$ cat config.mk
export PLATFORM = sky130hd
export DESIGN_NAME = svpwm_lane
export DESIGN_NICKNAME = d
export VERILOG_FILES = /design/src/sv/assert_macros.svh /design/src/sv/svpwm_pkg.sv /design/src/sv/svpwm_lane.sv
export SDC_FILE = /design/constraint.sdc
export NUM_CORES = 2
export LEC_CHECK = 0
export ABC_AREA = 1
export BUFFER_PORTS_ARGS = -buffer_cell sky130_fd_sc_hd__buf_2
export CORE_MARGIN = 2
export CORE_UTILIZATION = 46
export CTS_BUF_LIST = sky130_fd_sc_hd__clkbuf_8 sky130_fd_sc_hd__clkbuf_16
export DETAILED_ROUTE_END_ITERATION = 10
export GPL_ROUTABILITY_DRIVEN = 0
export PLACE_DENSITY = 0.65
export SLEW_MARGIN = 30
export SYNTH_ARGS = -nofsm -noshare
export SYNTH_HDL_FRONTEND = slang
export SYNTH_SLANG_ARGS = --single-unit
$ cat constraint.sdc
create_clock -name clk -period 7.79 [get_ports clk]
set_input_delay 0 -clock clk [delete_from_list [all_inputs] [get_ports clk]]
set_output_delay 0 -clock clk [all_outputs]
set_load 0.1 [all_outputs]
$ cat src/sv/assert_macros.svh
// Assertion macros for the RTL of the SVPWM duty block.
// Each macro expands to one labelled concurrent assertion on a given clock.
`ifndef ASSERT_MACROS_SVH
`define ASSERT_MACROS_SVH

// Same-cycle implication, disabled while reset is asserted.
`define ASSERT_IMPL(lbl, clk, rst_n, ante, cons) \
  lbl: assert property (@(posedge clk) disable iff (!rst_n) (ante) |-> (cons)) \
    else $error("assertion failed");

// Delayed implication, disabled while reset is asserted.
`define ASSERT_DELAY5(lbl, clk, rst_n, ante, cons) \
  lbl: assert property (@(posedge clk) disable iff (!rst_n) (ante) |-> ##5 (cons)) \
    else $error("assertion failed");

// Condition that must hold in the cycle after reset is sampled low.
`define ASSERT_AFTER_RESET(lbl, clk, rst_n, cons) \
  lbl: assert property (@(posedge clk) (!rst_n) |=> (cons)) \
    else $error("assertion failed");

`endif

$ cat src/sv/svpwm_pkg.sv
// Package for the SVPWM min-max duty block: widths, constants and shared types.
// Used by every module of the block; depends on nothing.
`default_nettype none

package svpwm_pkg;

  localparam int VOLT_W  = 16;
  localparam int PHASE_W = 17;
  localparam int DUTY_W  = 14;
  localparam int RECIP_W = 30;
  localparam int CFG_AW  = 2;

  typedef logic signed [VOLT_W-1:0]  volt_t;
  typedef logic signed [PHASE_W-1:0] phase_t;
  typedef logic [DUTY_W-1:0]         duty_t;
  typedef logic [RECIP_W-1:0]        recip_t;

  typedef enum logic [CFG_AW-1:0] {
    REG_RECIP_BUS = 2'd0,
    REG_MIN_DUTY  = 2'd1,
    REG_MAX_DUTY  = 2'd2
  } cfg_reg_t;

  // sqrt(3)/2 in Q1.15.
  localparam logic signed [15:0] CLARKE_K   = 16'sd28378;
  localparam logic signed [15:0] DUTY_SCALE = 16'sd10000;
  localparam logic signed [15:0] DUTY_MID   = 16'sd5000;

  localparam recip_t RECIP_RST    = 30'd349525;
  localparam duty_t  MIN_DUTY_RST = 14'd500;
  localparam duty_t  MAX_DUTY_RST = 14'd9500;

  typedef struct packed {
    logic s1;
    logic s2;
    logic s3;
    logic s4;
    logic s5;
  } pipe_en_t;

endpackage

`default_nettype wire

$ cat src/sv/svpwm_lane.sv
// Stages three to five for one phase: subtract offset, scale by 10000 and by the bus reciprocal, add 5000, clamp.
// Depends on svpwm_pkg.
`default_nettype none

module svpwm_lane (
  input  wire logic                clk,
  input  wire svpwm_pkg::pipe_en_t en,
  input  wire svpwm_pkg::phase_t   phase,
  input  wire svpwm_pkg::phase_t   offset,
  input  wire svpwm_pkg::recip_t   recip,
  input  wire svpwm_pkg::duty_t    min_duty,
  input  wire svpwm_pkg::duty_t    max_duty,
  output svpwm_pkg::duty_t         duty_r
);

  logic signed [17:0] diff;
  logic signed [31:0] scl_nxt;
  logic signed [31:0] scl_r;
  logic signed [61:0] prod_nxt;
  logic signed [61:0] prod_r;
  logic signed [32:0] raw;
  logic signed [32:0] hi;
  logic signed [32:0] lo;
  logic signed [32:0] clamped;
  svpwm_pkg::duty_t   duty_nxt;

  assign diff     = 18'(phase) - 18'(offset);
  assign scl_nxt  = 32'(diff) * 32'(svpwm_pkg::DUTY_SCALE);
  assign prod_nxt = 62'(scl_r) * $signed({32'd0, recip});

  // The upper bits give the arithmetic shift by 30, rounding towards minus infinity.
  assign raw = 33'($signed(prod_r[61:30])) + 33'(svpwm_pkg::DUTY_MID);
  assign hi  = $signed({19'd0, max_duty});
  assign lo  = $signed({19'd0, min_duty});

  always_comb begin
    clamped = raw;
    if (clamped > hi) clamped = hi;
    if (clamped < lo) clamped = lo;
    duty_nxt = clamped[13:0];
  end

  always_ff @(posedge clk) begin
    if (en.s3) begin
      scl_r <= scl_nxt;
    end
    if (en.s4) begin
      prod_r <= prod_nxt;
    end
    if (en.s5) begin
      duty_r <= duty_nxt;
    end
  end

endmodule

`default_nettype wire

# [Word-level counts from Yosys, hierarchy flattened]
# Cells that the tools add are included.
[totals] word_cells=11 ram_bits=0 rom_bits=0 register_bits=104 output_inout_bits=14 memories=0 latchBits=0
[classes] n_mul=2 reduce_logical=0 n_lt_le_gt_ge=2 bitwise_logic=0 n_shift=0 n_div=0 mux=2 addsub=2 n_eq_ne=0
[ops] op="28-bit by 31-bit multiplier with 58-bit output" count=1
[ops] op="32-bit by 14-bit adder with 33-bit output (second input constant)" count=1
[ops] op="33-bit by 15-bit greater-than comparator with 1-bit output" count=1
[ops] op="33-bit by 15-bit less-than comparator with 1-bit output" count=1
[ops] op="33-bit 2-to-1 mux" count=1
[ops] op="18-bit by 11-bit multiplier with 28-bit output (second input constant)" count=1
[ops] op="17-bit by 17-bit subtractor with 18-bit output" count=1
[ops] op="14-bit 2-to-1 mux" count=1

# [Logic depth before layout (Yosys ltp)]
[logic_depth] ltp_word=5 mapped_depth=34

# [Least setup slack after synthesis]
# Ideal clock, no wire load.
[synth_path] path_type="register to register" from="register scl_r[5]" to="register prod_r[56], data pin" stages_incl_launch_ff=27 setup_slack_ns=1.028 period_less_slack_ns=6.762 required_time_ns=7.531 arrival_time_ns=6.503 cell_sequence="edfxtp_1 clkbuf_1 buf_1 nand2_1 fa_1 inv_1 fa_1 fa_1 inv_1 fa_1 inv_1 fa_1 fa_1 fa_1 fa_1 ha_1 a21oi_1 o21ai_0 nand2_1 o211ai_1 o21bai_1 nand2_1 nand2_1 a31o_2 nand2_1 nand2_1 xor2_1"
[synth_between] elab_chain_cells=1
[synth_rtl] item="start, declared" line_no="svpwm_lane.sv:18" source="logic signed [31:0] scl_r;"
[synth_rtl] item="start signal, assigned" line_no="svpwm_lane.sv:45" source="scl_r <= scl_nxt;"
[synth_rtl] item="28-bit by 31-bit multiplier with 58-bit output" line_no="svpwm_lane.sv:29" source="assign prod_nxt = 62'(scl_r) * $signed({32'd0, recip});"
[synth_rtl] item="via prod_nxt[56]" line_no="svpwm_lane.sv:19" source="logic signed [61:0] prod_nxt;"
[synth_rtl] item="end signal, assigned" line_no="svpwm_lane.sv:48" source="prod_r <= prod_nxt;"
[synth_rtl] item="end, declared" line_no="svpwm_lane.sv:20" source="logic signed [61:0] prod_r;"
# The timed path passes the listed nets, and every way through them passes these cells.
# A chain may end at the register's enable or synchronous reset.

# [Worst setup path after layout]
[layout_path] from="register scl_r[17]" to="register prod_r[61], data pin"
# Same word-level chain as after synthesis.

==> qor.txt <==
Final Cycle Share - 94.3%
DIE AREA - 81,900 µm²
Hold Slack - 16.3 ps
setup TNS - 0 ps
First-pass DRT Iterations - 7
final WL - 86.7 mm
worst-path fanout max - 20
Max clock buf depth - 2
row count - 103
RSZ-0062 raised after global routing - false
CP Capture Type - register
Sink Count - 74
via/cell ratio - 4.87
Num CTS Buffers - 9
largest net degree at the start of global routing - 34
Max-slew headroom - 36.3%
Startpoint Class - register
synth warn - 0
Multi-input gate area - 28,400 µm²
beginning of the critical path - scl_r[17]
Clock Latency Late Sink - 400 ps
HP Class - primary input to register
Slew Viols, Final - 0
fin nets - 5,881
Overflow after GRT - 0
Unique masters post-synth - 48
final-report setup violation count - 0
Syn Area/Cell - 7.99 µm²
Core Region - 78,900 µm²
cts repair resizes - 0
PortBufs - 109
Post-DP HPWL - 75.5 mm
Chip Width - 286 µm
Initial DRC Count - 1,208
top-count cell post-synth - inv_1
die height - 286 µm
CP Data Required Time - 7930 ps
Reg-to-Reg Start - scl_r[17]
Total GRT Usage - 22.3%
status - finished clean
Setup Crit Path Kind - register to register
predominant post-synthesis flop cell - edfxtp_1
I/O pin cnt - 112
Routed WL per cell - 15.3 µm
Worst Path Arrival - 7480 ps
crit path time final - 7340 ps
area leader, netlist - fa_1
area share of the largest cell type after synthesis - 42.5%
hold wc startpoint - en[0]
Diodes inserted - 0
CTS tree - built
Async SR Flop Fraction - 0%
worst r2r path cells - 26
CTS clock-pin slew for the worst setup and hold paths - 70 ps
Filler Cells Inserted - 7,703
Post-synth EDFFs - 74
Least-Margin Pin Slew - 955 ps
Root Driver - clkbuf_16
Clock Skew - 30.6 ps
share of layout cells above drive strength 1 - 5.70%
top area cells in the synthesized netlist - fa_1 (42%), inv_1 (14%), ha_1 (14%)
Syn Nets - 5,857
r2r setup slk - 450 ps
vias in the first global route - 29,600
Final ANT Viol Nets - 0
setup repair bufs after CTS - 0
global-route wire length before repair - 148 mm
commonest cells in the netlist - inv_1 (1,408), nand2_1 (1,062), fa_1 (777)
via count - 27,600
post-synthesis sequential area ratio - 6.07%
CTS H-tree lvls - 3
final routed DRC violation total - 0
hold path depth - 1
f_max - 0.136 GHz
Synth Register Bits - 74
area delta synth->final - 6.04%
Hold Vio Cnt, Final - 0
Post-Syn Area - 36,600 µm²
Reg area - 2220 µm²
Synth Instances - 4,583
initial antenna violation count - 1
Max Cap Viol - 0
Initial Utilization - 46.4%
cells in the final DEF (no fill, tap or decap), types with 5 or more instances in the layout:
master	Yosys	layout
a21boi_0	7	7
a21o_1	7	7
a21oi_1	122	122
a31oi_1	18	18
buf_12	1	6
buf_2	3	109
buf_4	1	64
clkbuf_16	0	9
dlygate4sd3_1	0	14
edfxtp_1	74	74
fa_1	777	777
ha_1	399	399
inv_1	1408	1409
nand2_1	1062	1062
nand2_2	32	32
nand3_1	57	57
nand3_2	6	6
nand3b_1	5	5
nand4_1	13	13
nor2_1	163	163
nor2_2	5	5
nor3_1	11	11
nor4_1	7	7
o21a_1	12	12
o21ai_0	76	76
o21bai_1	14	14
or2_2	14	14
xnor2_1	25	25
xor2_1	55	55
critical path, stage by stage (launching register included):
cell and delay, ps:
edfxtp_1 740, buf_4 350, nand2_1 80, inv_1 70, fa_1 530, inv_1 60, fa_1 540, inv_1 60
fa_1 500, inv_1 60, fa_1 550, inv_1 60, fa_1 380, fa_1 530, fa_1 410, ha_1 290
ha_1 330, a21oi_1 140, inv_1 60, a31oi_1 260, o21ai_0 140, a211oi_1 210, nand2_1 140, a21oi_1 320
o21bai_1 160, nand2_1 80, nand2_1 50
metal layers:
metal | global-route usage, % | share of wire, %
met5 | 0 | 0
met1 | 30.0 | 45
met4 | 4.79 | 1.7
met2 | 39.3 | 49
met3 | 2.09 | 4.5
layout make-up:
type | count | share of cell area (%)
Timing Repair Buffer | 193 | 3.31
Clock buffer | 9 | 0.580
Multi-Input combinational cell | 2914 | 73.1
Inverter | 1415 | 13.7
Sequential cell | 74 | 5.72
Clock inverter | 7 | 0.238
Tap cell | 1050 | 3.38
sequential cells by signal, summed over array words and instances, names as in the netlist:
register and count:
scl_r 28, prod_r 32, duty_r 14
logic make-up after synthesis:
logic type               share of synthesized area (%)
buffers and inverters                             16.5
flip-flops                                        6.07
AND/OR/NAND/NOR                                   15.2
XOR/XNOR                                          1.91
adder cells (fa/ha/maj)                           56.1
AO/OA/AOI/OAI                                     4.29
per-stage QoR:
step	instance area [µm²]	setup slack, ps	instances	util (%)
floorplan	36600	1030	4583	-
global placement	38400	514	5632	48.7
detailed placement	38400	466	5632	48.7
CTS	38800	449	5662	49.2
global route	38800	82.6	5662	49.2
finish	38800	445	5662	49.2
repair_timing:
action | 4_1_cts | 5_1_grt
hold buffers | 14 | 0
hold endpoints to repair | 14 | 0
endpoints found under the setup margin | 0 | 0
final timing paths:
check | to
hold reg to reg | duty_r[2]
setup reg to reg | prod_r[61]
setup / recovery | prod_r[61]
hold / removal | duty_r[0]
Power is not shown: default switching activity piles up to over one toggle a cycle in this logic, so the estimate is an artifact.
