[src/sv/assert_macros.svh]
// Assertion macros for the RTL of the SVPWM duty block.
// Each macro expands to one labelled concurrent assertion on a given clock.
`ifndef ASSERT_MACROS_SVH
`define ASSERT_MACROS_SVH

// Same-cycle implication, disabled while reset is asserted.
`define ASSERT_IMPL(lbl, clk, rst_n, ante, cons) \
  lbl: assert property (@(posedge clk) disable iff (!rst_n) (ante) |-> (cons)) \
    else $error("assertion failed");

// Delayed implication, disabled while reset is asserted.
`define ASSERT_DELAY5(lbl, clk, rst_n, ante, cons) \
  lbl: assert property (@(posedge clk) disable iff (!rst_n) (ante) |-> ##5 (cons)) \
    else $error("assertion failed");

// Condition that must hold in the cycle after reset is sampled low.
`define ASSERT_AFTER_RESET(lbl, clk, rst_n, cons) \
  lbl: assert property (@(posedge clk) (!rst_n) |=> (cons)) \
    else $error("assertion failed");

`endif

[src/sv/svpwm_pkg.sv]
// Package for the SVPWM min-max duty block: widths, constants and shared types.
// Used by every module of the block; depends on nothing.
`default_nettype none

package svpwm_pkg;

  localparam int VOLT_W  = 16;
  localparam int PHASE_W = 17;
  localparam int DUTY_W  = 14;
  localparam int RECIP_W = 30;
  localparam int CFG_AW  = 2;

  typedef logic signed [VOLT_W-1:0]  volt_t;
  typedef logic signed [PHASE_W-1:0] phase_t;
  typedef logic [DUTY_W-1:0]         duty_t;
  typedef logic [RECIP_W-1:0]        recip_t;

  typedef enum logic [CFG_AW-1:0] {
    REG_RECIP_BUS = 2'd0,
    REG_MIN_DUTY  = 2'd1,
    REG_MAX_DUTY  = 2'd2
  } cfg_reg_t;

  // sqrt(3)/2 in Q1.15.
  localparam logic signed [15:0] CLARKE_K   = 16'sd28378;
  localparam logic signed [15:0] DUTY_SCALE = 16'sd10000;
  localparam logic signed [15:0] DUTY_MID   = 16'sd5000;

  localparam recip_t RECIP_RST    = 30'd349525;
  localparam duty_t  MIN_DUTY_RST = 14'd500;
  localparam duty_t  MAX_DUTY_RST = 14'd9500;

  typedef struct packed {
    logic s1;
    logic s2;
    logic s3;
    logic s4;
    logic s5;
  } pipe_en_t;

endpackage

`default_nettype wire

[src/sv/svpwm_clarke.sv]
// First pipeline stage: inverse Clarke transform of the alpha/beta pair.
// Depends on svpwm_pkg.
`default_nettype none

module svpwm_clarke (
  input  wire logic                clk,
  input  wire svpwm_pkg::pipe_en_t en,
  input  wire svpwm_pkg::volt_t    v_alpha,
  input  wire svpwm_pkg::volt_t    v_beta,
  output svpwm_pkg::phase_t        ph_a_r,
  output svpwm_pkg::phase_t        ph_b_r,
  output svpwm_pkg::phase_t        ph_c_r
);

  logic signed [31:0] alpha_term;
  logic signed [31:0] beta_term;
  logic signed [31:0] sum_b;
  logic signed [31:0] sum_c;
  svpwm_pkg::phase_t  ph_a_nxt;
  svpwm_pkg::phase_t  ph_b_nxt;
  svpwm_pkg::phase_t  ph_c_nxt;

  assign alpha_term = -$signed({{2{v_alpha[15]}}, v_alpha, 14'd0});
  assign beta_term  = 32'(v_beta) * 32'(svpwm_pkg::CLARKE_K);
  assign sum_b      = alpha_term + beta_term;
  assign sum_c      = alpha_term - beta_term;

  // Taking the upper bits is a floor division by 2^15.
  assign ph_a_nxt = 17'(v_alpha);
  assign ph_b_nxt = $signed(sum_b[31:15]);
  assign ph_c_nxt = $signed(sum_c[31:15]);

  always_ff @(posedge clk) begin
    if (en.s1) begin
      ph_a_r <= ph_a_nxt;
      ph_b_r <= ph_b_nxt;
      ph_c_r <= ph_c_nxt;
    end
  end

endmodule

`default_nettype wire

[config.mk]
export PLATFORM = sky130hd
export DESIGN_NAME = svpwm_clarke
export DESIGN_NICKNAME = d
export VERILOG_FILES = /design/src/sv/assert_macros.svh /design/src/sv/svpwm_pkg.sv /design/src/sv/svpwm_clarke.sv
export SDC_FILE = /design/constraint.sdc
export NUM_CORES = 1
export LEC_CHECK = 0
export BUFFER_PORTS_ARGS = -buffer_cell sky130_fd_sc_hd__buf_2
export CORE_ASPECT_RATIO = 0.7
export CORE_MARGIN = 1.5
export CORE_UTILIZATION = 56
export DETAILED_ROUTE_END_ITERATION = 12
export PLACE_DENSITY = 0.82
export SYNTH_ARGS = -nofsm -noshare
export SYNTH_HDL_FRONTEND = slang
export SYNTH_SLANG_ARGS = --single-unit
[constraint.sdc]
create_clock -name clk -period 12.7 [get_ports clk]
set_input_delay 1.905 -clock clk [delete_from_list [all_inputs] [get_ports clk]]
set_output_delay 1.905 -clock clk [all_outputs]
set_load 0.005 [all_outputs]
Word level (Yosys, flattened, before mapping)
Index checks and enable logic that the tools add are counted.
{"block": "totals", "ff_bits": 50, "in_bits": 38, "out_inout_bits": 51, "elab_cells": 7}
{"block": "op_classes", "add_sub_neg": 3, "n_mul": 1}
{"operator": "adder 32 bit", "count": 1}
{"operator": "negator 30 -> 32 bit", "count": 1}
{"operator": "subtractor 32 bit", "count": 1}
{"operator": "multiplier 16 x 15 -> 31 bit (second input constant)", "count": 1}

Depth between registers and ports, before layout
Gate-level depths: netlist (run 1).
{"block": "logic_depth", "ltp_word": 2, "mapped_depth": 31, "depth_no_buf": 31}

Worst setup path before layout (run 1)
Ideal clock, no wire load.
{"block": "synth_timing", "path_kind": "input to register", "start": "input v_beta[5]", "end": "register ph_c_r[16] (data pin)", "setup_ns": 0.271, "t_arrival_ns": 8.584, "required_ns": 12.429, "slack_ns": 3.845, "path_stages": 30, "path_buffers": 0, "path_cell_list": "ha_1 > inv_1 > fa_1 > fa_1 > inv_1 > fa_1 > fa_1 > inv_1 > fa_1 > inv_1 > ha_1 > and2_1 > and3_1 > a221oi_1 > o21ai_1 > and3_1 > nor2_1 > o21ai_0 > a21oi_1 > xnor2_1 > ha_1 > inv_1 > o21ai_0 > a21oi_1 > a2111o_1 > o221a_2 > nor2_1 > a31oi_1 > a221oi_1 > xor2_1"}
{"block": "synth_via", "elab_chain_cells": 2}
{"item": "from (decl)", "line": "svpwm_clarke.sv:9", "source": "input wire svpwm_pkg::volt_t v_beta,"}
{"item": "multiplier 16 x 15 -> 31 bit", "line": "svpwm_clarke.sv:24", "source": "assign beta_term = 32'(v_beta) * 32'(svpwm_pkg::CLARKE_K);"}
{"item": "subtractor 32 bit", "line": "svpwm_clarke.sv:26", "source": "assign sum_c = alpha_term - beta_term;"}
{"item": "named net sum_c[31]", "line": "svpwm_clarke.sv:18", "source": "logic signed [31:0] sum_c;"}
{"item": "to (signal assigned)", "line": "svpwm_clarke.sv:37", "source": "ph_c_r <= ph_c_nxt;"}
{"item": "to (decl)", "line": "svpwm_clarke.sv:12", "source": "output svpwm_pkg::phase_t ph_c_r"}
The timed path passes the listed nets, and every way through them passes these cells.
A chain may end at the register's enable or synchronous reset.

Worst setup path in the final report (run 1)
Ends and elaborated chain as after synthesis.

==> results of run 1 <==
metal layers:
metal / GRT usage / vias up / wire [µm]
met5: 0 / - / 0
met4: 0.0299 / 0 / 149
met3: 0.0344 / 16 / 1010
met2: 0.399 / 195 / 8810
met1: 0.340 / 3276 / 8960
li1: - / 3220 / -
cells in the final DEF (no fill, tap or decap), types with 3 or more instances in the layout:
master / netlist / final
fa_1: 120 / 120
inv_1: 261 / 261
nor4_1: 4 / 4
nor3b_1: 5 / 5
a221oi_1: 3 / 3
and3_1: 4 / 4
o31ai_1: 4 / 4
o21ba_2: 3 / 3
xor2_1: 26 / 26
nand2_1: 15 / 15
nand2b_1: 7 / 7
o21a_1: 8 / 8
nand3_1: 11 / 11
a31oi_1: 4 / 4
a21o_1: 17 / 17
o21ai_0: 12 / 12
buf_2: 2 / 84
xnor2_1: 50 / 50
a211oi_1: 5 / 5
nor3_1: 17 / 17
edfxtp_1: 50 / 50
o21bai_1: 12 / 12
nand4_1: 5 / 5
nor2b_1: 4 / 4
nor2_1: 51 / 51
or3_1: 3 / 3
clkbuf_16: 0 / 5
ha_1: 140 / 140
o211ai_1: 6 / 6
a21oi_1: 47 / 47
worst max-delay path, delay by kind of cell:
family / cells / cell delay (ps)
AND/OR/NAND/NOR: 8 / 1810
AO/OA/AOI/OAI: 7 / 1590
adder cells (fa/ha/maj): 8 / 3660
XOR/XNOR: 2 / 340
buffers and inverters: 5 / 390
cell type report:
cell class	instances	area share
Tap cell	220	0.0277
Inverter	261	0.0985
Clock buffer	5	0.0126
Multi-Input combinational cell	628	0.666
Clock inverter	3	0.00164
Antenna cell	1	0.000252
Sequential cell	50	0.151
Timing Repair Buffer	84	0.0423
stage by stage:
step	cells	hold WS (ps)	util	cell area (µm²)
after floorplan	951	2000	-	9150
after global placement	1243	2130	0.623	9800
after detailed placement	1243	2140	0.623	9800
after CTS	1251	1830	0.632	9940
after global routing	1251	1830	0.632	9940
final	1252	1840	0.632	9940
synth_stat cells (all sizes together) (2+ instances only):
| library cell | count |
|---|---|
| inv | 261 |
| or3 | 3 |
| o211ai | 6 |
| ha | 140 |
| o31ai | 5 |
| xor2 | 26 |
| o21bai | 12 |
| a211o | 2 |
| clkbuf | 9 |
| nand2b | 8 |
| a21o | 17 |
| nor3 | 17 |
| a31o | 2 |
| fa | 120 |
| or2 | 2 |
| a2111oi | 2 |
| edfxtp | 50 |
| nand3 | 11 |
| a221oi | 3 |
| xnor2 | 50 |
| a211oi | 5 |
| or4 | 3 |
| o21ai | 15 |
| a31oi | 5 |
| and3 | 4 |
| nor4 | 4 |
| o311ai | 2 |
| nor2 | 51 |
| o21a | 8 |
| nand4 | 5 |
| o21ba | 3 |
| a221o | 2 |
| nor2b | 4 |
| buf | 3 |
| a21oi | 48 |
| and2 | 2 |
| nor3b | 5 |
| nand4b | 2 |
| nand2 | 15 |
flip-flops by register name (all words and copies together), names as in the netlist:
signal and cells:
ph_c_r 17, ph_b_r 17, ph_a_r 16
path summary, 6_finish.rpt:
check,startpoint,end,slack (ps),cells after the start
worst max-delay path,v_beta[5],ph_c_r[16],3010,30
worst min-delay path,v_alpha[13],ph_a_r[13],1840,1
logic make-up after synthesis:
family          share of synthesized area
compound gates                      0.117
fa+ha+maj                           0.454
flops                               0.164
mux                               0.00109
xor+xnor                           0.0727
buf+inv                             0.113
simple gates                       0.0783
==> results.toml, run 1 <==
[outcome]
status = "finished, final reports clean"

[floorplan]
initial_core_util = 0.582
core_um2 = 15700
pin_count = 89
fp.dieH_um = 110
dieArea_um2 = 17100
die_w_um = 156
num_rows = 38

[clock_tree]
cts_inserted_buffers = 5
clkTransAtPathRegs_ps = 60
cts_buffer_depth = 2
ctsRootBufferMaster = "clkbuf_16"
ctsHoldBuffers = 0
cts_setup_buffers = 0
htreeDepth = 2
cts_tree = "yes"
clock_sinks = 50
cts_resized = 0

[timing]
rsz0062_at_grt = "false"
worst_slack_ps = 3010
fin_crit_ps = 9690
slew_violations = 0
tightest_slew_ps = 1130
hold_viol = 0
setup_viol = 0
tns_ps = 0
fmax_mhz = 103
period_share = 0.763
slew_headroom = 0.240

[setup_path]
crit_path_frequent_cell = "fa_1"
criticalPathCategory = "input pin to flip-flop"
critPathCaptureType = "flip-flop"
critPathMaxFanout = 11
worstSetupStartpointType = "input pin"
crit_arrival_ps = 9720
critPathRequiredTime_ps = 12740
cpPeakStageDelay_ps = 540
slowest_stage = "fa_1"

[yosys]
yosys_register_bits = 50
synth-edff-count = 50
netlist_area_um2 = 9150
yosys.area.top_type_share = 0.262
synth_area_leader_cell = "fa_1"
ys_top_cells_by_area = "fa_1 (26%), ha_1 (19%), edfxtp_1 (16%)"
avgSynthCellArea_um2 = 9.63
synth-seq-area-share = 0.164
yosys_warnings = 0
postSynth.asyncResetShare = 0
synth_flop_cell = "edfxtp_1"
synth_nets = 1249
ys_types = 67
synthesis.instances = 951

[global_route]
grt_first_pass_wirelength_mm = 32.2
grt_overflow = 0
grt_max_degree = 51
antenna_found_initial = 1
first_global_vias = 6840
track_usage = 0.238

[cells_and_area]
fin_nets = 1328
fill_cells = 1264
ff_latch_area_um2 = 1500
drive_above_1_share = 0.104
area_growth_syn_to_layout_pct = 8.61
multi_input_area_um2 = 6620

[min_path]
min_path_type = "input pin to flip-flop"

[routing]
vias_per_cell = 5.36
dr.pass1.iters = 6
num_vias = 6707
post-route-drc-count = 0
wl_mm = 18.9
first_iter_violations = 436
final_antenna_net_count = 0
wl_per_cell_um = 15.1

[place]
pre_cts_ws_ps = 2750
port_buffers = 84
gp_congestion = 0.920
dp_hpwl_mm = 16.6

[flow_run]
drv_cap = 0
Power of run 1 is not shown: default switching activity piles up to over one toggle a cycle in this logic, so the estimate is an artifact.
==> inputs of run 2 (changes only) <==
Settings changed: PLACE_DENSITY 0.82 to 0.85.
Clock period 12.7 ns to 8.8 ns, I/O delays scaled along.
==> run 2 against run 1 <==
Effect of this change:
- final area rose by 2.3%
- global-route usage rose by 0.78 points
- hold slack got worse by 580 ps
- critical endpoint unchanged
- largest cell class unchanged
==> results.toml, run 2 (synthesis gave the netlist of run 1 again) <==
[outcome]
status = "finished, final reports clean"

[cells_and_area]
antenna_cells = 0
final_util = 0.647
fin_area_um2 = 10200
reg_top3 = "ph_b_r x17, ph_c_r x17, ph_a_r x16"
fin_nets = 1352
final_common_cell = "inv_1"
most-common-layout-cells = "inv_1 (261), ha_1 (140), fa_1 (120), buf_2 (84)"
drive_above_1_share = 0.134
area_growth_syn_to_layout_pct = 11.2

[routing]
post-route-drc-count = 0
dr.pass1.iters = 5
num_vias = 6807
wl_per_cell_um = 15.3
wl_mm = 19.5
vias_per_cell = 5.34
final_antenna_net_count = 0
first_iter_violations = 329

[timing]
fmax_mhz = 119
tightest_slew_ps = 1070
slew_headroom = 0.287
period_share = 0.953
worst_slack_ps = 414
rsz0062_at_grt = "false"
hold_viol = 0
fin_crit_ps = 8390
slew_violations = 0
whs_ps = 1260
setup_viol = 0

[clock_tree]
clkTransAtPathRegs_ps = 70
cts_inserted_buffers = 5
clock_sinks = 50
cts_buffer_depth = 2
ctsHoldBuffers = 0
ctsRootBufferMaster = "clkbuf_16"
htreeDepth = 2
cts_tree = "yes"

[global_route]
grt_overflow = 0
track_usage = 0.246
grt_max_degree = 51
first_global_vias = 7193
antenna_found_initial = 0
grt_first_pass_wirelength_mm = 33.4

[setup_path]
criticalPathCategory = "input pin to flip-flop"
crit_arrival_ps = 8420
cp-startpoint = "v_beta[7]"
critPathCaptureType = "flip-flop"
slowest_stage = "fa_1"
worstSetupStartpointType = "input pin"
critPathMaxFanout = 4
critPathRequiredTime_ps = 8840
cpPeakStageDelay_ps = 550

[place]
gp_congestion = 0.915
pre_cts_ws_ps = -133
placed_cell_area_um2 = 9980
dp_hpwl_mm = 17.2
port_buffers = 84

[floorplan]
num_rows = 38
dieArea_um2 = 17100
die_w_um = 156
initial_core_util = 0.582
pin_count = 89
core_um2 = 15700
fp.dieH_um = 110

[min_path]
min_path_type = "input pin to flip-flop"
hp-start = "v_alpha[5]"
hold_depth = 1

[flow_run]
drv_cap = 0
run 2: worst max-delay path: cells and delay by family:
family / cells / cell delay, ps
simple gates: 6 / 1130
compound gates: 8 / 1690
buf+inv: 7 / 630
fa+ha+maj: 8 / 3350
xor+xnor: 2 / 300
run 2: stage by stage:
step,TNS [ps],cells
6_report,0,1274
5_1_grt,0,1274
4_1_cts,0,1274
3_5_place_dp,-156,1267
3_3_place_gp,0,1267
2_1_floorplan,0,951
run 2: path summary, 6_finish.rpt:
check | slack [ps] | to
worst max-delay path | 410 | ph_c_r[16]
worst min-delay path | 1260 | ph_a_r[5]
run 2: repair_timing:
action	CTS	global route
setup endpoints to repair	0	9
setup buffers	0	0
gates resized for setup	0	14
run 2: routing by layer:
layer,vias up,global-route usage,wire (µm)
li1,3267,-,-
met1,3349,0.328,8890
met5,-,0,0
met3,24,0.0383,1000
met2,167,0.436,9370
met4,0,0.0354,229
run 2: area by class of cell:
cell class / instances / area, µm²
inverter: 261 / 980
timing repair buffer: 108 / 601
clock buffer: 6 / 129
multi-input combinational: 628 / 6680
fill: 1258 / 5560
sequential: 50 / 1500
clock inverter: 1 / 7.51
tap: 220 / 275
Power of run 2 is left out for the same reason.
