### src/sv/assert_macros.svh
// Assertion macros for the RTL of the SVPWM duty block.
// Each macro expands to one labelled concurrent assertion on a given clock.
`ifndef ASSERT_MACROS_SVH
`define ASSERT_MACROS_SVH

// Same-cycle implication, disabled while reset is asserted.
`define ASSERT_IMPL(lbl, clk, rst_n, ante, cons) \
  lbl: assert property (@(posedge clk) disable iff (!rst_n) (ante) |-> (cons)) \
    else $error("assertion failed");

// Delayed implication, disabled while reset is asserted.
`define ASSERT_DELAY5(lbl, clk, rst_n, ante, cons) \
  lbl: assert property (@(posedge clk) disable iff (!rst_n) (ante) |-> ##5 (cons)) \
    else $error("assertion failed");

// Condition that must hold in the cycle after reset is sampled low.
`define ASSERT_AFTER_RESET(lbl, clk, rst_n, cons) \
  lbl: assert property (@(posedge clk) (!rst_n) |=> (cons)) \
    else $error("assertion failed");

`endif

### src/sv/svpwm_pkg.sv
// Package for the SVPWM min-max duty block: widths, constants and shared types.
// Used by every module of the block; depends on nothing.
`default_nettype none

package svpwm_pkg;

  localparam int VOLT_W  = 16;
  localparam int PHASE_W = 17;
  localparam int DUTY_W  = 14;
  localparam int RECIP_W = 30;
  localparam int CFG_AW  = 2;

  typedef logic signed [VOLT_W-1:0]  volt_t;
  typedef logic signed [PHASE_W-1:0] phase_t;
  typedef logic [DUTY_W-1:0]         duty_t;
  typedef logic [RECIP_W-1:0]        recip_t;

  typedef enum logic [CFG_AW-1:0] {
    REG_RECIP_BUS = 2'd0,
    REG_MIN_DUTY  = 2'd1,
    REG_MAX_DUTY  = 2'd2
  } cfg_reg_t;

  // sqrt(3)/2 in Q1.15.
  localparam logic signed [15:0] CLARKE_K   = 16'sd28378;
  localparam logic signed [15:0] DUTY_SCALE = 16'sd10000;
  localparam logic signed [15:0] DUTY_MID   = 16'sd5000;

  localparam recip_t RECIP_RST    = 30'd349525;
  localparam duty_t  MIN_DUTY_RST = 14'd500;
  localparam duty_t  MAX_DUTY_RST = 14'd9500;

  typedef struct packed {
    logic s1;
    logic s2;
    logic s3;
    logic s4;
    logic s5;
  } pipe_en_t;

endpackage

`default_nettype wire

### src/sv/svpwm_offset.sv
// Second pipeline stage: min-max common-mode offset of the three phases.
// Depends on svpwm_pkg.
`default_nettype none

module svpwm_offset (
  input  wire logic                clk,
  input  wire svpwm_pkg::pipe_en_t en,
  input  wire svpwm_pkg::phase_t   ph_a,
  input  wire svpwm_pkg::phase_t   ph_b,
  input  wire svpwm_pkg::phase_t   ph_c,
  output svpwm_pkg::phase_t        ph_a_r,
  output svpwm_pkg::phase_t        ph_b_r,
  output svpwm_pkg::phase_t        ph_c_r,
  output svpwm_pkg::phase_t        offset_r
);

  svpwm_pkg::phase_t  mx;
  svpwm_pkg::phase_t  mn;
  logic signed [17:0] mid_sum;
  svpwm_pkg::phase_t  offset_nxt;

  always_comb begin
    mx = ph_a;
    mn = ph_a;
    if (ph_b > mx) mx = ph_b;
    if (ph_c > mx) mx = ph_c;
    if (ph_b < mn) mn = ph_b;
    if (ph_c < mn) mn = ph_c;
  end

  assign mid_sum    = 18'(mx) + 18'(mn);
  assign offset_nxt = $signed(mid_sum[17:1]);

  always_ff @(posedge clk) begin
    if (en.s2) begin
      ph_a_r   <= ph_a;
      ph_b_r   <= ph_b;
      ph_c_r   <= ph_c;
      offset_r <= offset_nxt;
    end
  end

endmodule

`default_nettype wire

### config.mk
export PLATFORM = sky130hd
export DESIGN_NAME = svpwm_offset
export DESIGN_NICKNAME = d
export VERILOG_FILES = /design/src/sv/assert_macros.svh /design/src/sv/svpwm_pkg.sv /design/src/sv/svpwm_offset.sv
export SDC_FILE = /design/constraint.sdc
export NUM_CORES = 1
export LEC_CHECK = 0
export BUFFER_PORTS_ARGS = -buffer_cell sky130_fd_sc_hd__clkbuf_2
export CORE_MARGIN = 2
export CORE_UTILIZATION = 60
export CTS_BUF_LIST = sky130_fd_sc_hd__clkbuf_8
export DETAILED_ROUTE_END_ITERATION = 12
export PLACE_DENSITY = 0.87
export SYNTH_ARGS = -nofsm -noshare
export SYNTH_HDL_FRONTEND = slang
export SYNTH_SLANG_ARGS = --single-unit
### constraint.sdc
create_clock -name clk -period 20.6 [get_ports clk]
set_input_delay 2.06 -clock clk [delete_from_list [all_inputs] [get_ports clk]]
set_output_delay 2.06 -clock clk [all_outputs]
set_load 0.005 [all_outputs]
After elaboration in Yosys (flattened, before gate mapping)
Index checks and enable logic that the tools add are counted.
{"block": "op_classes", "n_addsub": 1, "n_lt_le_gt_ge": 4, "mux": 4}
{"op": "two-way mux 17 bit", "count": 4}
{"op": "greater-than comparator 17 bit", "count": 2}
{"op": "less-than comparator 17 bit", "count": 2}
{"op": "adder 17 x 17 -> 18 bit", "count": 1}
{"block": "totals", "word_cells": 13, "output_inout_bits": 68, "inputBits": 57, "regBits": 68}

Logic depth before layout (Yosys ltp)
Gate-level depths: netlist of the first run.
{"block": "logic_depth", "word_depth": 5, "depth_mapped": 34}

Least setup slack after synthesis of the first run
OpenSTA, ideal clock, no wires.
{"block": "synth_timing", "path_type": "input port to flip-flop", "start": "input ph_a[16]", "end": "register offset_r[15] (data pin)", "path_slack_ns": 12.146, "cell_stages": 34, "n_path_buf": 4, "arrival_ns": 8.196, "required_ns": 20.342, "path_cell_list": "inv_1 ha_1 nand4_2 nor3_1 a21oi_1 nand2_1 nand2_1 nand2_1 nor2_1 clkbuf_1 clkbuf_1 nor2_1 a21oi_1 ha_1 a211oi_1 o21bai_1 a2111oi_2 nand3_1 nand2_1 clkbuf_1 clkbuf_1 a21oi_1 ha_1 nor2b_1 o21ai_0 a21boi_0 o21ai_0 a21boi_0 o21ai_0 nand2b_1 a311oi_1 o311ai_0 a21oi_1 xnor2_1"}
{"block": "synth_between", "elab_chain_cells": 5, "elab_cells_between_ends": 9}
{"element": "start: declaration", "line": "svpwm_offset.sv:8", "source": "input wire svpwm_pkg::phase_t ph_a,"}
{"element": "greater-than comparator 17 bit / less-than comparator 17 bit (equally long branches)", "line": "svpwm_offset.sv:25, svpwm_offset.sv:27"}
{"element": "two-way mux 17 bit (on tied branches)", "line": "svpwm_offset.sv:25, svpwm_offset.sv:27"}
{"element": "greater-than comparator 17 bit / less-than comparator 17 bit (equally long branches)", "line": "svpwm_offset.sv:26, svpwm_offset.sv:28"}
{"element": "two-way mux 17 bit (on tied branches)", "line": "svpwm_offset.sv:26, svpwm_offset.sv:28"}
{"element": "adder 17 x 17 -> 18 bit (*)", "line": "svpwm_offset.sv:31", "source": "assign mid_sum = 18'(mx) + 18'(mn);"}
{"element": "named net mid_sum[16]", "line": "svpwm_offset.sv:19", "source": "logic signed [17:0] mid_sum;"}
{"element": "end signal: assignment", "line": "svpwm_offset.sv:39", "source": "offset_r <= offset_nxt;"}
{"element": "end: declaration", "line": "svpwm_offset.sv:14", "source": "output svpwm_pkg::phase_t offset_r"}
The timed path passes the listed nets; every way through them passes the cells marked *.
A chain may end at the register's enable or synchronous reset.

Final worst setup path of the first run
Ends and elaborated chain as after synthesis.

==> results.json, run 1 <==
{
  "tightest_slew_ns": 0.9338,
  "vias": 4351,
  "grt_pass1_vias": 4282,
  "core-area_sq_um": 8093,
  "synthesis.area_sq_um": 4922,
  "grt_pass1_wl_um": 18630,
  "die_w_um": 94.58,
  "die_y_um": 94.58,
  "outcome": "finished clean",
  "yosysWarnings": 0,
  "maxUsedRoutingLayer": "met4",
  "ys_seq_elements": 68,
  "grt_max_degree": 38,
  "cpMostUsedCell": "o21ai_0",
  "report.final.slew_viol_count": 0,
  "worstHoldEndpoint": "ph_a_r[1]",
  "cts_tree": "done",
  "timing.final.crit_share_pct": 49.13,
  "asyncSetResetFlopFracSynth_pct": 0,
  "slew_headroom_pct": 37.59,
  "synth_top_area_cell": "edfxtp_1",
  "syn_area_per_cell_sq_um": 9.964,
  "cts_setup_buffers": 0,
  "cp_slowest_cell": "nand2_1",
  "hp-class": "in2reg",
  "cts_max_level": 3,
  "syn_nets": 618,
  "max_stage_delay_ns": 0.66,
  "dp_hpwl_um": 9045,
  "netlist_instances": 494,
  "clock_sinks": 68,
  "ant_nets": 0,
  "max_freq_mhz": 98.80,
  "setup-tns-final_ns": 0,
  "drc": 0,
  "ys_types": 55,
  "wl_met3_um": 787,
  "max-cap-violations": 0,
  "final_cell_area_sq_um": 5821,
  "synthTopCellsByArea": "edfxtp_1 41%, ha_1 17%, a21oi_1 7.3%",
  "grt_util_all_layers_pct": 26.98,
  "hp-start": "ph_a[1]",
  "dr_wl_met2_um": 6013,
  "cts_inserted_buffers": 9,
  "powerDensity_nw_per_um2": 98.58,
  "cts_resized": 0,
  "p_total_uw": 573.8,
  "antenna-diode-count": 0,
  "yosysMostFrequentCell": "a21oi_1",
  "clock-root-buffer": "clkbuf_8",
  "place_area_sq_um": 5639,
  "nets": 741,
  "power_leakage_uw": 0.002739,
  "grt-ovfl-total": 0,
  "die-area_sq_um": 8944,
  "fp-row-count": 33,
  "drive_gt1_share_pct": 24.76,
  "period_minus_slack_ns": 10.12,
  "startpoint": "ph_a[16]",
  "cp-end-kind": "register",
  "min_path_cells": 1,
  "finalWorstSetupSlack_ns": 10.48,
  "cp_max_fo": 31,
  "io_pins": 125,
  "synth_edf_count": 68,
  "cp-start-kind": "input port",
  "criticalPathCategory": "in2reg",
  "wl_met1_um": 4508,
  "yosys-top-cells-count": "72 x a21oi_1, 68 x edfxtp_1, 66 x ha_1",
  "start_util_pct": 60.82,
  "clk_pin_slew_ns": 0.09,
  "rsz0062_at_grt": "no",
  "cts_buffer_depth": 2,
  "via_per_inst": 5.985,
  "yosysSeqAreaShare_pct": 41.48,
  "detail_route.iter0.violations": 189,
  "wirelength_um": 11720,
  "dp_slack_ns": 10.42,
  "postCtsHoldBufs": 0,
  "antenna_found_initial": 0,
  "wl_per_cell_um": 16.12,
  "io_buffers": 120,
  "drtPass1Iterations": 4,
  "gp_congestion": 0.9651,
  "hold_viol": 0,
  "worstPathArrival_ns": 10.24,
  "setup_violations": 0,
  "ir_drop_mv": 0.07286,
  "synth-main-ff-cell": "edfxtp_1",
  "area_delta_synth_final_pct": 18.25,
  "required_ns": 20.72,
  "synth_top_area_share_pct": 41.48
}
-- layout by cell type, fill, tap and decap left out, types with 6 or more instances in the layout --
| cell type | instances |
|---|---|
| a21o_1 | 8 |
| a21oi_1 | 72 |
| clkbuf_2 | 119 |
| clkbuf_8 | 9 |
| edfxtp_1 | 68 |
| ha_1 | 66 |
| inv_1 | 52 |
| mux2i_1 | 20 |
| nand2_1 | 25 |
| nand3_1 | 6 |
| nand4_1 | 8 |
| nor2_1 | 59 |
| o21ai_0 | 15 |
| xnor2_1 | 9 |
-- per-layer routing --
layer,vias up,track usage (%)
met5,-,0
met4,0,14.13
met3,45,5.347
met2,198,49.46
met1,2034,29.29
li1,2074,-
-- power breakdown --
group	total (uW)	switching (uW)	internal (uW)
Clock	103	58.5	45.0
Combinational	273	156	117
Sequential	197	6.36	191
Total	574	221	353
-- cells by family (layout without fill, tap and decap cells) --
family | Yosys count | after routing | synth area share, %
flip-flops | 68 | 68 | 41.48
buffers and inverters | 63 | 191 | 4.881
multiplexers | 20 | 20 | 4.067
AND/OR/NAND/NOR | 129 | 129 | 12.43
AO/OA/AOI/OAI | 133 | 133 | 17.46
adder cells (fa/ha/maj) | 67 | 67 | 17.18
XOR/XNOR | 14 | 14 | 2.491
-- final cells by class --
cell class                      instances  area, sq um
Clock buffer                            9        123.9
Clock inverter                          7        57.56
Fill cell                             639         2272
Inverter                               52        195.2
Multi-Input combinational cell        363         2648
Sequential cell                        68         2042
Tap cell                              105        131.4
Timing Repair Buffer                  123        623.1
-- through the flow --
step | hold WS (ns) | util [%] | std cells
floorplan | 2.159 | - | 494
global placement | 2.255 | 69.68 | 711
detailed placement | 2.255 | 69.68 | 711
CTS | 1.874 | 71.92 | 727
global route | 1.869 | 71.92 | 727
finish | 1.875 | 71.92 | 727
-- flip-flops by register name (all words and copies together), names as in the netlist --
signal    count
offset_r     17
ph_a_r       17
ph_b_r       17
ph_c_r       17
-- worst max-delay path, delay by kind of cell --
| kind | cells | cell delay [ns] |
|---|---|---|
| compound gates | 15 | 3.53 |
| xor+xnor | 1 | 0.14 |
| fa+ha+maj | 3 | 1.10 |
| buf+inv | 4 | 0.60 |
| simple gates | 10 | 2.77 |
-- worst max-delay path by stage --
stage	end	cells past startpoint
3_3_place_gp	offset_r[15]	33
6_report	offset_r[15]	33
2_1_floorplan	offset_r[15]	34
5_1_grt	offset_r[15]	34
3_5_place_dp	offset_r[15]	34
4_1_cts	offset_r[15]	34
(Power assumes the default switching activity.)
==> inputs of run 2 (changes only) <==
--- a/config.mk
+++ b/config.mk
@@ -5,12 +5,13 @@
 export SDC_FILE = /design/constraint.sdc
 export NUM_CORES = 1
 export LEC_CHECK = 0
+export ABC_AREA = 1
 export BUFFER_PORTS_ARGS = -buffer_cell sky130_fd_sc_hd__clkbuf_2
 export CORE_MARGIN = 2
-export CORE_UTILIZATION = 60
+export CORE_UTILIZATION = 56
 export CTS_BUF_LIST = sky130_fd_sc_hd__clkbuf_8
 export DETAILED_ROUTE_END_ITERATION = 12
-export PLACE_DENSITY = 0.87
+export PLACE_DENSITY = 0.82
 export SYNTH_ARGS = -nofsm -noshare
 export SYNTH_HDL_FRONTEND = slang
 export SYNTH_SLANG_ARGS = --single-unit
==> constraint.sdc (replaced) <==
create_clock -name clk -period 9.4 [get_ports clk]
set_input_delay 0.94 -clock clk [delete_from_list [all_inputs] [get_ports clk]]
set_output_delay 0.94 -clock clk [all_outputs]
set_load 0.005 [all_outputs]
==> run 2 against run 1 <==
Net effect:
- routed wire length up 0.17%
- clock power rose by 87%
- sequential share of layout area rose by 0.65 points
- global-route usage down 2.1 points
- cell area is 1.8% lower
- utilization shrank 5.1 points
- critical path type unchanged
==> results.json, run 2 <==
{
  "dp_hpwl_um": 9466,
  "outcome": "finished clean",
  "dp.cells": 777,
  "detail_route.iter0.violations": 192,
  "ant_nets": 0,
  "yosys-top-cells-count": "149 x nand2_1, 73 x o21ai_0, 68 x edfxtp_1",
  "fin_hold_ws_ns": 0.7950,
  "setup-tns-final_ns": 0,
  "io_pins": 125,
  "synthTopCellsByArea": "edfxtp_1 42%, ha_1 17%, nand2_1 11%",
  "yosysMostFrequentCell": "nand2_1",
  "grt_pass1_wl_um": 19000,
  "hold_viol": 0,
  "synth_top_area_share_pct": 41.98,
  "final_common_cell": "nand2_1",
  "wirelength_um": 11740,
  "cts_resized": 0,
  "syn_nets": 683,
  "clock-root-buffer": "clkbuf_8",
  "cts_buffer_depth": 2,
  "max_stage_delay_ns": 0.50,
  "tightest_slew_ns": 0.8524,
  "power_leakage_uw": 0.002768,
  "synth-main-ff-cell": "edfxtp_1",
  "setup_violations": 0,
  "timing.final.crit_share_pct": 82.88,
  "core-area_sq_um": 8551,
  "drtPass1Iterations": 5,
  "asyncSetResetFlopFracSynth_pct": 0,
  "ys_seq_elements": 68,
  "grt_max_degree": 69,
  "worstHoldEndpoint": "ph_a_r[4]",
  "die-area_sq_um": 9449,
  "antenna_found_initial": 0,
  "area_delta_synth_final_pct": 17.46,
  "syn_area_per_cell_sq_um": 8.702,
  "period_minus_slack_ns": 7.791,
  "rsz0062_at_grt": "no",
  "hp-start": "ph_a[4]",
  "cp_slowest_cell": "o31ai_1",
  "grt_util_all_layers_pct": 24.90,
  "seq_power_share_pct": 34.1,
  "cp_max_fo": 32,
  "cp_num_buf_inv": 6,
  "max_freq_mhz": 128.4,
  "antenna-diode-count": 0,
  "place_area_sq_um": 5568,
  "slew_headroom_pct": 43.17,
  "synth_edf_count": 68,
  "yosysSeqAreaShare_pct": 41.98,
  "postCtsHoldBufs": 0,
  "cts_inserted_buffers": 9,
  "clkPwrFrac_pct": 15.0,
  "cpMostUsedCell": "nand2_1",
  "synth_top_area_cell": "edfxtp_1",
  "swShare_pct": 40.78,
  "cts_tree": "done",
  "powerDensity_nw_per_um2": 224.8,
  "min_path_cells": 1,
  "synthesis.area_sq_um": 4865,
  "cts_setup_buffers": 0,
  "fp-row-count": 34,
  "hp-class": "in2reg",
  "die_w_um": 97.21,
  "ys_types": 32,
  "drive_gt1_share_pct": 22.25,
  "grt_pass1_vias": 4045,
  "io_buffers": 120,
  "max-cap-violations": 0,
  "p_int_uw": 760.8,
  "finalWorstSetupSlack_ns": 1.609,
  "p_sw_uw": 524.0,
  "clk_pin_slew_ns": 0.07,
  "vias": 4356,
  "nets": 804,
  "die_y_um": 97.21,
  "ir_drop_mv": 0.08414,
  "final_cell_area_sq_um": 5714,
  "criticalPathCategory": "in2reg",
  "combPwrFrac_pct": 50.9,
  "yosysWarnings": 0,
  "required_ns": 9.48,
  "path_delay_family": "compound AO/OA/AOI/OAI gates",
  "via_per_inst": 5.507,
  "start_util_pct": 56.89,
  "netlist_instances": 559,
  "wl_per_cell_um": 14.84,
  "cp-start-kind": "input port",
  "layout_common_cells": "149 x nand2_1, 119 x clkbuf_2, 73 x o21ai_0",
  "cts_max_level": 3,
  "report.final.slew_viol_count": 0,
  "stdcell_count": 791,
  "drc": 0,
  "clock_sinks": 68,
  "dp_slack_ns": 1.356,
  "gp_congestion": 0.9228,
  "cp-end-kind": "register",
  "grt-ovfl-total": 0,
  "worstPathArrival_ns": 7.87
}
==> run 2: cell type report <==
| type | instances | area [sq um] |
|---|---|---|
| Fill cell | 695 | 2836 |
| Multi-Input combinational cell | 427 | 2579 |
| Sequential cell | 68 | 2042 |
| Timing Repair Buffer | 122 | 615.6 |
| Inverter | 52 | 196.4 |
| Tap cell | 108 | 135.1 |
| Clock buffer | 9 | 123.9 |
| Clock inverter | 5 | 22.52 |
==> run 2: how the worst max path moves through the flow <==
stage	from	end	slack, ns	depth (start not counted)
floorplan	ph_a[16]	offset_r[13]	3.24	37
detailed placement	ph_a[16]	offset_r[13]	1.36	36
CTS	ph_a[16]	offset_r[13]	1.72	36
finish	ph_a[16]	offset_r[13]	1.61	37
global placement	ph_a[16]	offset_r[13]	1.60	36
global route	ph_a[16]	offset_r[13]	1.0	36
==> run 2: power by group through the flow <==
| stage | combinational, uW | sequential [uW] | clock [uW] |
|---|---|---|---|
| 2_1_floorplan | 445 | 453 | 0 |
| 4_1_cts | 649 | 439 | 197 |
| 3_3_place_gp | 621 | 443 | 0 |
| 6_report | 654 | 438 | 193 |
| 5_1_grt | 736 | 443 | 211 |
| 3_5_place_dp | 646 | 445 | 0 |
==> run 2: cell families after synthesis <==
group | after synthesis | share of synthesized area (%)
buffers and inverters | 64 | 5.015
AO/OA/AOI/OAI | 128 | 14.38
adder cells (fa/ha/maj) | 67 | 17.39
flip-flops | 68 | 41.98
XOR/XNOR | 13 | 2.341
AND/OR/NAND/NOR | 219 | 18.90
==> run 2: per-layer routing <==
layer / share of wire, % / wire length, um / up-vias / track usage (%)
met5: 0 / 0 / - / 0
met4: 2.1 / 242 / 0 / 8.234
met3: 6.6 / 775 / 21 / 3.741
met2: 47 / 5519 / 161 / 40.49
met1: 44 / 5203 / 1978 / 34.37
li1: - / - / 2196 / -
==> run 2: stage by stage <==
step,power (uW),util (%)
floorplan,898.6,-
global placement,1064,65.12
detailed placement,1091,65.12
CTS,1285,66.83
global route,1390,66.83
finish,1285,66.83
==> inputs of run 3 (changes only) <==
==> constraint.sdc (replaced) <==
create_clock -name clk -period 7.64 [get_ports clk]
set_input_delay 0.764 -clock clk [delete_from_list [all_inputs] [get_ports clk]]
set_output_delay 0.764 -clock clk [all_outputs]
set_load 0.005 [all_outputs]
==> run 3 against run 2 <==
Net effect:
- combinational power rose by 26%
- hold slack got worse by 0.19 ns
- critical path depth fell by 1
- total power rose by 25%
- flip-flop and latch count did not move
- via count rose by 0.83%
- die area did not move
- sequential share of layout area fell by 0.14 points
- first-iteration DRC count rose by 24%
- global-route usage rose by 0.75 points
- sequential power rose by 23%
- utilization rose by 0.26 points
- largest cell class unchanged
- largest power group unchanged
- highest routed layer unchanged
==> results.json, run 3 (synthesized netlist as in run 2, its figures left out) <==
{
  "antenna-diode-count": 0,
  "vias": 4392,
  "die-area_sq_um": 9449,
  "start_util_pct": 56.89,
  "cts_resized": 0,
  "wirelength_um": 11910,
  "clkPwrFrac_pct": 15.1,
  "clock_sinks": 68,
  "cts_max_level": 3,
  "cts_setup_buffers": 0,
  "p_int_uw": 940.0,
  "fin_hold_ws_ns": 0.6087,
  "area_delta_synth_final_pct": 17.93,
  "grt-ovfl-total": 0,
  "ir_drop_mv": 0.09834,
  "final_common_cell": "nand2_1",
  "grt_max_degree": 69,
  "cts_tree": "done",
  "io_buffers": 120,
  "drtPass1Iterations": 4,
  "drc": 0,
  "report.final.slew_viol_count": 0,
  "core-area_sq_um": 8551,
  "gp_congestion": 0.9128,
  "postCtsHoldBufs": 0,
  "grt_util_all_layers_pct": 25.65,
  "slew_headroom_pct": 42.30,
  "powerDensity_nw_per_um2": 279.3,
  "max_freq_mhz": 143.1,
  "clock-root-buffer": "clkbuf_8",
  "swShare_pct": 41.34,
  "cp-end-kind": "register",
  "worstSetupPathDepth": 36,
  "dp_hpwl_um": 9566,
  "setup-tns-final_ns": 0,
  "setup_violations": 0,
  "cp-start-kind": "input port",
  "cts_buffer_depth": 2,
  "via_per_inst": 5.531,
  "rsz0062_at_grt": "no",
  "criticalPathCategory": "in2reg",
  "die_y_um": 97.21,
  "cpMostUsedCell": "nand2_1",
  "grt_pass1_vias": 4237,
  "place_area_sq_um": 5590,
  "nets": 807,
  "outcome": "finished clean",
  "hp-class": "in2reg",
  "dr_wl_met2_um": 5681,
  "max_stage_delay_ns": 0.57,
  "tightest_slew_ns": 0.8655,
  "p_sw_uw": 662.4,
  "die_w_um": 97.21,
  "wl_met3_um": 654,
  "clk_pin_slew_ns": 0.07,
  "period_minus_slack_ns": 6.990,
  "grt_pass1_wl_um": 19510,
  "max-cap-violations": 0,
  "wl_met1_um": 5329,
  "seq_power_share_pct": 33.6,
  "startpoint": "ph_a[16]",
  "required_ns": 7.73,
  "combPwrFrac_pct": 51.2,
  "cp_slowest_cell": "a21oi_2",
  "drive_gt1_share_pct": 22.59,
  "io_pins": 125,
  "wl_per_cell_um": 15.01,
  "ant_nets": 0,
  "hold_viol": 0,
  "cts_inserted_buffers": 9,
  "fp-row-count": 34,
  "path_delay_family": "compound AO/OA/AOI/OAI gates",
  "antenna_found_initial": 0,
  "layout_common_cells": "149 x nand2_1, 119 x clkbuf_2, 73 x o21ai_0",
  "power_leakage_uw": 0.002782,
  "cp_num_buf_inv": 5,
  "final_cell_area_sq_um": 5737,
  "endpoint": "offset_r[13]",
  "worstPathArrival_ns": 7.08,
  "detail_route.iter0.violations": 238,
  "cp_max_fo": 32,
  "timing.final.crit_share_pct": 91.49,
  "maxUsedRoutingLayer": "met4"
}
## run 3: through the flow
| step | worst slack (ns) | util, % | power, uW | instances |
|---|---|---|---|---|
| 2_1_floorplan | 1.652 | - | 1106 | 559 |
| 3_3_place_gp | 0.7676 | 65.38 | 1309 | 780 |
| 3_5_place_dp | 0.3997 | 65.38 | 1354 | 780 |
| 4_1_cts | 0.7553 | 67.09 | 1598 | 794 |
| 5_1_grt | 0.02695 | 67.09 | 1726 | 794 |
| 6_report | 0.6501 | 67.09 | 1602 | 794 |
## run 3: area by class of cell
cell class                      count  area, sq um
Clock buffer                        9        123.9
Clock inverter                      5        22.52
Timing Repair Buffer              125        638.1
Multi-Input combinational cell    427         2579
Fill cell                         722         2814
Sequential cell                    68         2042
Inverter                           52        196.4
Tap cell                          108        135.1
## run 3: power groups by stage
stage | clock network (uW) | logic [uW] | registers, uW
global placement | 0 | 764 | 544
detailed placement | 0 | 805 | 549
finish | 242 | 821 | 539
CTS | 247 | 809 | 541
global route | 262 | 918 | 546
floorplan | 0 | 548 | 558
## run 3: worst min path at each step
stage / from / to / slack, ns / cells past startpoint
final: ph_a[9] / ph_a_r[9] / 0.61 / 1
after global routing: ph_a[14] / ph_a_r[14] / 0.59 / 1
after CTS: ph_a[9] / ph_a_r[9] / 0.60 / 1
after detailed placement: ph_a[15] / ph_a_r[15] / 0.96 / 1
after global placement: ph_a[2] / ph_a_r[2] / 0.96 / 1
after floorplan: ph_a[0] / ph_a_r[0] / 0.86 / 0
## run 3: per-layer routing
layer / up-vias / global-route usage (%)
li1: 2207 / -
met3: 23 / 3.957
met4: 0 / 9.101
met1: 1995 / 34.16
met5: - / 0
met2: 167 / 42.68
